File: src/tkt_pkg.sv
// Shared types and constants for the top-K largest tracker.
// Used by tkt_cell and top_k_largest_tracker_unit; depends on nothing.
package tkt_pkg;

  localparam int DATA_W = 32;
  localparam int KEEP_W = 5;
  localparam int ADDR_W = 2;
  localparam int APB_W  = 32;

  typedef logic signed [DATA_W-1:0] tkt_data_t;

  // Operation applied to every cell of the chain at once.
  typedef struct packed {
    logic ins;   // insert a value in sorted position, shift larger ones up
    logic repl;  // drop the minimum, shift smaller ones down, place the value
    logic rot;   // rotate the filled entries down by one for read-out
  } tkt_ctl_t;

  localparam logic OP_PUSH = 1'b0;
  localparam logic OP_DUMP = 1'b1;

endpackage

File: src/top_k_largest_tracker_unit.sv
// Top level of the top-K largest tracker: control, configuration port
// and the chain of tkt_cell instances. Depends on tkt_pkg and tkt_cell.
//
// Usage:
//   Input channel: an item is accepted at a rising edge with start high
//   and busy low. operation selects push (value offered) or dump.
//   A push completes at the edge that accepts it: every cell
//   compares the value against its own entry and the whole chain
//   inserts or replaces together, so pushes may follow back to back.
//   A push gives no result. A dump raises busy and reads the held
//   values out by rotating the filled cells down by one per cycle,
//   taking cell 0 each time. Results follow one per cycle, and busy
//   drops at the edge that registers the last result. For n held values,
//   after n rotations the chain is back in its original order.
//   An empty dump gives one result (valid_res low, last high) in the
//   cycle after acceptance and does not raise busy.
//   Result channel: result_strobe marks each result for one cycle; the
//   receiver cannot stall, so results are simply presented in order.
//   Configuration: APB-style, keep_count at address 0, pready always high.
//   Reset (rst, synchronous): empties the store, keep_count = MAX_KEEP.
module top_k_largest_tracker_unit #(
  parameter int MAX_KEEP = 16
) (
  input  logic                       clk,
  input  logic                       rst,
  // item channel
  input  logic                       start,
  output logic                       busy,
  input  logic                       operation,
  input  tkt_pkg::tkt_data_t         value,
  // result channel
  output logic                       result_strobe,
  output tkt_pkg::tkt_data_t         held_value,
  output logic                       valid_res,
  output logic                       last,
  // configuration port
  input  logic                       psel,
  input  logic                       penable,
  input  logic                       pwrite,
  input  logic [tkt_pkg::ADDR_W-1:0] paddr,
  input  logic [tkt_pkg::APB_W-1:0]  pwdata,
  output logic [tkt_pkg::APB_W-1:0]  prdata,
  output logic                       pready
);
  import tkt_pkg::*;

  localparam int CNT_W = $clog2(MAX_KEEP + 1);
  localparam int KW    = (CNT_W > KEEP_W) ? CNT_W : KEEP_W;

  localparam logic ST_IDLE = 1'b0;
  localparam logic ST_DUMP = 1'b1;

  logic             state;
  logic [CNT_W-1:0] filled_count;
  logic [CNT_W-1:0] remaining;
  logic [KW-1:0]    keep_count;
  logic [KW-1:0]    k_eff;
  logic             full;
  logic             accept;
  logic             push_ok;
  logic             beats_min;
  logic             cfg_wr;
  tkt_ctl_t         ctl;

  tkt_data_t            entry [MAX_KEEP];
  logic [MAX_KEEP-1:0]  le;
  logic [MAX_KEEP-1:0]  in_use;
  logic [MAX_KEEP-1:0]  is_top;

  // ---------------------------------------------------------------
  // Configuration port: single register, zero wait states.
  // ---------------------------------------------------------------
  assign pready = 1'b1;
  assign cfg_wr = psel && penable && pwrite && pready;
  // Address bits below the word boundary all select keep_count.
  assign prdata = APB_W'(keep_count);

  always_ff @(posedge clk) begin
    if (rst) begin
      keep_count <= KW'(MAX_KEEP);
    end else if (cfg_wr) begin
      keep_count <= KW'(pwdata[KEEP_W-1:0]);
    end
  end

  // Clamp K into 1..MAX_KEEP.
  always_comb begin
    k_eff = keep_count;
    if (k_eff == '0) begin
      k_eff = KW'(1);
    end
    if (k_eff > KW'(MAX_KEEP)) begin
      k_eff = KW'(MAX_KEEP);
    end
  end

  assign full      = KW'(filled_count) >= k_eff;
  assign busy      = (state == ST_DUMP);
  assign accept    = start && !busy;
  // Full store: only a value strictly above the minimum gets in.
  assign beats_min = value > entry[0];
  assign push_ok   = accept && (operation == OP_PUSH) && (!full || beats_min);

  always_comb begin
    ctl.ins  = push_ok && !full;
    ctl.repl = push_ok && full;
    ctl.rot  = busy;
  end

  // ---------------------------------------------------------------
  // Chain of cells.
  // ---------------------------------------------------------------
  for (genvar i = 0; i < MAX_KEEP; i++) begin : g_cell
    tkt_data_t prev_e;
    tkt_data_t next_e;
    logic      le_dn;
    logic      le_up;

    assign in_use[i] = CNT_W'(i) < filled_count;
    assign is_top[i] = filled_count == CNT_W'(i + 1);

    if (i == 0) begin : g_bot
      assign prev_e = value;
      assign le_dn  = 1'b1;
    end else begin : g_mid
      assign prev_e = entry[i-1];
      assign le_dn  = le[i-1];
    end

    if (i == MAX_KEEP - 1) begin : g_top
      assign next_e = entry[0];
      assign le_up  = 1'b0;
    end else begin : g_low
      assign next_e = entry[i+1];
      assign le_up  = le[i+1];
    end

    tkt_cell u_cell (
      .clk        (clk),
      .ctl        (ctl),
      .new_value  (value),
      .in_use     (in_use[i]),
      .is_top     (is_top[i]),
      .le_below   (le_dn),
      .le_above   (le_up),
      .prev_entry (prev_e),
      .next_entry (next_e),
      .wrap_entry (entry[0]),
      .entry      (entry[i]),
      .le         (le[i])
    );
  end

  // ---------------------------------------------------------------
  // Fill count, dump sequencing and result register.
  // ---------------------------------------------------------------
  always_ff @(posedge clk) begin
    if (rst) begin
      state         <= ST_IDLE;
      filled_count  <= '0;
      remaining     <= '0;
      result_strobe <= 1'b0;
    end else begin
      result_strobe <= 1'b0;
      if (ctl.ins) begin
        filled_count <= filled_count + CNT_W'(1);
      end
      case (state)
        ST_IDLE: begin
          if (accept && operation == OP_DUMP) begin
            if (filled_count == '0) begin
              // Empty store: one marker item.
              result_strobe <= 1'b1;
            end else begin
              state     <= ST_DUMP;
              remaining <= filled_count;
            end
          end
        end
        ST_DUMP: begin
          result_strobe <= 1'b1;
          remaining     <= remaining - CNT_W'(1);
          if (remaining == CNT_W'(1)) begin
            state <= ST_IDLE;
          end
        end
        default: begin
          state <= ST_IDLE;
        end
      endcase
    end
  end

  // Payload of the result register.
  always_ff @(posedge clk) begin
    if (busy) begin
      held_value <= entry[0];
      valid_res  <= 1'b1;
      last       <= (remaining == CNT_W'(1));
    end else begin
      held_value <= '0;
      valid_res  <= 1'b0;
      last       <= 1'b1;
    end
  end

`ifndef SYNTHESIS
  a_count_bound : assert property (@(posedge clk) disable iff (rst)
    filled_count <= CNT_W'(MAX_KEEP))
    else $error("fill count above depth");

  a_empty_last : assert property (@(posedge clk) disable iff (rst)
    (result_strobe && !valid_res) |-> last)
    else $error("empty result not marked last");

  a_insert_grows : assert property (@(posedge clk) disable iff (rst)
    (accept && operation == OP_PUSH && !full) |=>
      filled_count == $past(filled_count) + CNT_W'(1))
    else $error("insert did not grow the store");

  a_dump_nonempty : assert property (@(posedge clk) disable iff (rst)
    busy |-> (filled_count != '0 && remaining != '0))
    else $error("read-out running on empty store");
`endif

endmodule

File: src/tkt_cell.sv
// One storage cell of the sorted chain: holds one entry and trades it
// with its neighbors. Depends on tkt_pkg.
module tkt_cell (
  input  logic              clk,
  input  tkt_pkg::tkt_ctl_t ctl,
  input  tkt_pkg::tkt_data_t new_value,
  input  logic              in_use,
  input  logic              is_top,
  input  logic              le_below,
  input  logic              le_above,
  input  tkt_pkg::tkt_data_t prev_entry,
  input  tkt_pkg::tkt_data_t next_entry,
  input  tkt_pkg::tkt_data_t wrap_entry,
  output tkt_pkg::tkt_data_t entry,
  output logic              le
);
  import tkt_pkg::*;

  tkt_data_t entry_next;

  // Entry is held and no greater than the offered value.
  assign le = in_use && (entry <= new_value);

  always_comb begin
    entry_next = entry;
    if (ctl.ins) begin
      if (!le) begin
        entry_next = le_below ? new_value : prev_entry;
      end
    end else if (ctl.repl) begin
      if (le_above) begin
        entry_next = next_entry;
      end else if (le) begin
        entry_next = new_value;
      end
    end else if (ctl.rot) begin
      if (in_use) begin
        entry_next = is_top ? wrap_entry : next_entry;
      end
    end
  end

  always_ff @(posedge clk) begin
    entry <= entry_next;
  end

endmodule
File: config.mk
export PLATFORM = sky130hd
export DESIGN_NAME = top_k_largest_tracker_unit
export DESIGN_NICKNAME = d
export VERILOG_FILES = /design/src/tkt_pkg.sv /design/src/top_k_largest_tracker_unit.sv /design/src/tkt_cell.sv
export SDC_FILE = /design/constraint.sdc
export NUM_CORES = 2
export LEC_CHECK = 0
export ABC_AREA = 0
export BUFFER_PORTS_ARGS = -buffer_cell sky130_fd_sc_hd__buf_2
export CORE_AREA = 2 2 298 300
export CTS_CLUSTER_DIAMETER = 30
export DETAILED_ROUTE_END_ITERATION = 8
export DIE_AREA = 0 0 300 302
export PLACE_DENSITY = 0.76
export SLEW_MARGIN = 10
export SYNTH_ARGS = -nofsm -noshare
export SYNTH_HDL_FRONTEND = slang
export SYNTH_SLANG_ARGS = --single-unit
export TNS_END_PERCENT = 20
File: constraint.sdc
create_clock -name clk -period 17.45 [get_ports clk]
set_input_delay 1.745 -clock clk [delete_from_list [all_inputs] [get_ports clk]]
set_output_delay 1.745 -clock clk [all_outputs]
set_load 0.02 [all_outputs]
==> metrics.md <==
| Metric | Value |
|---|---|
| Final Power | `5.470 mW` |
| Register clock-pin slew on the reported worst setup and hold paths | `0.04 ns` |
| Vias in the first global route | `48239` |
| Leak Pwr | `26.14 nW` |
| Crit Reg-Reg Startpoint | `g_cell[0].u_cell.entry[7]` |
| Status | `finished clean` |
| Final wirelength | `186400 um` |
| Design Area, Final | `58180 sq um` |
| First-pass GRT wire length | `281900 um` |
| Final hold vios | `0` |
| DPL Wire Length | `126900 um` |
| Number of cell rows | `109` |
| Final Cycle Share | `0.4283` |
| Slew headroom | `0.1647` |
| Max_cap viols | `0` |
| Filler Cell Count | `6891` |
| Routed via count | `51010` |
| Top-area cell type share of the netlist area | `0.2964` |
| Chip Height | `302 um` |
| Sequential share of power | `0.317` |
| EDFF count, synth | `512` |
| Crit path kind | `in2reg` |
| Yosys top cell by area | `edfxtp_1` |
| Hold WS | `0.4946 ns` |
| Worst hold path class | `reg2reg` |
| Routed len/inst | `26.50 um` |
| Post-CTS Setup Inserts | `0` |
| Flops & latches, synth | `563` |
| # port buffers | `84` |
| RSZ-0062 raised after global routing | `no` |
| Seq/Total Area, Yosys | `0.3161` |
| Cell variety after synth | `82` |
| Post-Synthesis Cell Area | `51870 sq um` |
| Asr flop ratio synth | `0` |
| Commonest cells after routing, fill and taps aside | `a21oi_1, nand2_1, ha_1, edfxtp_1, mux2i_1` |
| Total grt overflow | `0` |
| Setup_tns | `0 ns` |
| Inst Count DP | `6737` |
| WP data arrival | `8.08 ns` |
| Initial antenna violation count | `15` |
| Layout Cells excl Fill | `7034` |
| RePlAce Congestion | `0.9664` |
| Clock latency on the worst-skew pair | `0.77 ns` |
| Largest net degree at the start of global routing | `137` |
| Maximum clock path buffer count | `3` |
| Worst setup EP type | `flip-flop` |
| NetSw | `1.588 mW` |
| Gr busiest metal | `met2` |
| Layout Nets | `6328` |
| Switching share of power | `0.2902` |
| P&R area growth vs syn | `12.16%` |
| Most common cell after layout, fill and taps aside | `a21oi_1` |
| Cts repair resizes | `0` |
| Total die area | `90600 sq um` |
| Maximum VDD drop | `0.08931 mV` |
| Met3 Track Usage GR | `0.1101` |
| CTS HTree Levels | `4` |
| Final core occ | `0.6644` |
| Cell chosen for the clock root | `clkbuf_16` |
| Clock Skews | `0.03413 ns` |
| Critical Path Fanout Max | `128` |
| FMAX | `133.8 MHz` |
| Worst slack, placed | `9.510 ns` |
| Hold path startpoint | `remaining[1]` |
| Cts bufs inserted | `159` |
| Reg2Reg Depth | `14` |
| Drt first-iter violations | `7520` |
| Post-DRT Antenna Nets | `0` |
| GR Util met1 | `0.5216` |
| Clk sink count | `563` |
| YS warnings | `0` |
| Share of layout cells above drive strength 1 | `0.1017` |
| CTS tree | `built` |
| Global-route usage over all layers | `0.3968` |
| Reg2reg setup slack | `10.67 ns` |
| Pwr dens | `94.03 nW/um^2` |
| WHS Endpoint | `remaining[1]` |
| Worst-margin pin slew | `1.250 ns` |
| DR pass1 iterations | `9` |
| Most used flip-flop cell after synthesis | `edfxtp_1` |
| Syn avg cell area | `8.825 sq um` |
| DP Area | `52850 sq um` |
| Initial Util | `0.5924` |
| Vias per inst | `7.252` |
| Slew Limit Fails | `0` |
| Clock group share of total power | `0.527` |
| Minimum clock period | `7.474 ns` |
| Largest cells by area after synthesis | `edfxtp_1, ha_1, mux2i_1, a21oi_1, nand2_1` |
| Setup slack after layout | `9.976 ns` |
| Reg2Reg Capture Point | `g_cell[11].u_cell.entry[2]` |
| Worst Path Required | `18.05 ns` |
| Startpoint type of the worst setup path | `primary input` |
| Die width | `300 um` |
| Hold path depth | `2` |
| Area of the core | `87560 sq um` |
| Met2 GRT Util | `0.5904` |
| DRC | `0` |
| Hold-fix buffer count after cts | `0` |
| I/O pin cnt | `142` |
| Final setup fails | `0` |
| Post-Syn Instances | `5877` |
| Int Power | `3.883 mW` |
| Logic pwr share | `0.156` |
-- final cells by class --
type	instances	area (sq um)	share of cell area
multi-input combinational	4718	33270	0.5719
tap	1165	1458	0.02506
clock buffer	196	4202	0.07222
antenna	9	22.52	0.0003871
sequential	563	16400	0.2819
timing repair buffer	213	1451	0.02495
inverter	78	292.8	0.005033
clock inverter	92	1082	0.01860
-- registers in the layout (all words and copies together), names as in the netlist --
name,cells
g_cell.u_cell.entry,512
held_value,32
filled_count,5
keep_count,5
remaining,5
busy,1
last,1
result_strobe,1
valid_res,1
-- power by group through the flow --
stage	registers (mW)	clock network [mW]	logic, mW
3_5_place_dp	1.75	0	0.817
3_3_place_gp	1.74	0	0.783
4_1_cts	1.73	2.89	0.825
5_1_grt	1.74	2.96	0.926
6_report	1.73	2.88	0.854
2_1_floorplan	1.69	0	0.606
-- worst max-delay path by stage --
stage,start,end,slack (ns),cells after the start
3_5_place_dp,value[5],g_cell[8].u_cell.entry[27],9.51,17
2_1_floorplan,value[17],g_cell[15].u_cell.entry[0],10.51,11
4_1_cts,value[5],g_cell[8].u_cell.entry[27],10.23,17
3_3_place_gp,value[5],g_cell[8].u_cell.entry[27],9.63,17
6_report,value[5],g_cell[11].u_cell.entry[2],9.98,17
5_1_grt,value[5],g_cell[11].u_cell.entry[9],9.83,17
-- kinds of logic after synthesis --
group,after synthesis,synth area share
muxes,539,0.1058
DFF,563,0.3161
and+or+nand+nor,1556,0.1296
adders and majority gates,522,0.1259
other,2,0.0001448
AOI/OAI and AO/OA,2068,0.2702
xor gates and xnor gates,5,0.0008445
buffers and inverters,622,0.05138
-- synthesized netlist by cell type (7+ instances only) --
| cell type | instances |
|---|---|
| buf_2 | 143 |
| a221oi_1 | 34 |
| a221o_1 | 227 |
| and2_1 | 80 |
| nand3_1 | 64 |
| a21oi_1 | 861 |
| dfxtp_1 | 51 |
| o221ai_1 | 24 |
| a211oi_1 | 15 |
| o21ai_1 | 21 |
| mux2_2 | 58 |
| o21a_1 | 8 |
| buf_4 | 34 |
| a211o_1 | 184 |
| nor2_1 | 432 |
| o2bb2ai_1 | 133 |
| mux2_1 | 17 |
| a31oi_1 | 24 |
| o21ai_0 | 168 |
| o211ai_1 | 30 |
| ha_1 | 522 |
| a22o_1 | 47 |
| inv_1 | 78 |
| buf_1 | 21 |
| mux2i_1 | 464 |
| nand2b_1 | 15 |
| nand2_1 | 747 |
| o22ai_1 | 68 |
| edfxtp_1 | 512 |
| and3_1 | 10 |
| nor3_1 | 26 |
| nand4_1 | 99 |
| a21o_1 | 113 |
| nor4_1 | 25 |
| o21bai_1 | 7 |
| clkbuf_1 | 342 |
| a32oi_1 | 9 |
| a22oi_1 | 15 |
| a21boi_0 | 9 |
| a31o_2 | 30 |
| nor2b_1 | 22 |
| and4_1 | 7 |
-- critical path: stages --
cell and delay [ns]:
buf_2 0.44, inv_1 0.09, buf_4 0.26, ha_1 0.36, a21oi_1 0.14, o21ai_0 0.11, a221o_1 0.39, o31ai_1 0.68
a41oi_2 0.22, buf_4 0.25, nor2_4 0.15, buf_4 0.47, buf_4 0.60, buf_12 0.54, nand2_1 0.83, o2bb2ai_1 0.41
a221o_1 0.16
-- routing by layer --
layer / part of all wire / up-vias
li1: - / 22243
met1: 0.38 / 24139
met2: 0.43 / 3757
met3: 0.13 / 855
met4: 0.058 / 16
met5: 0.00055 / -
No activity file was read; power rests on OpenSTA's default activity.
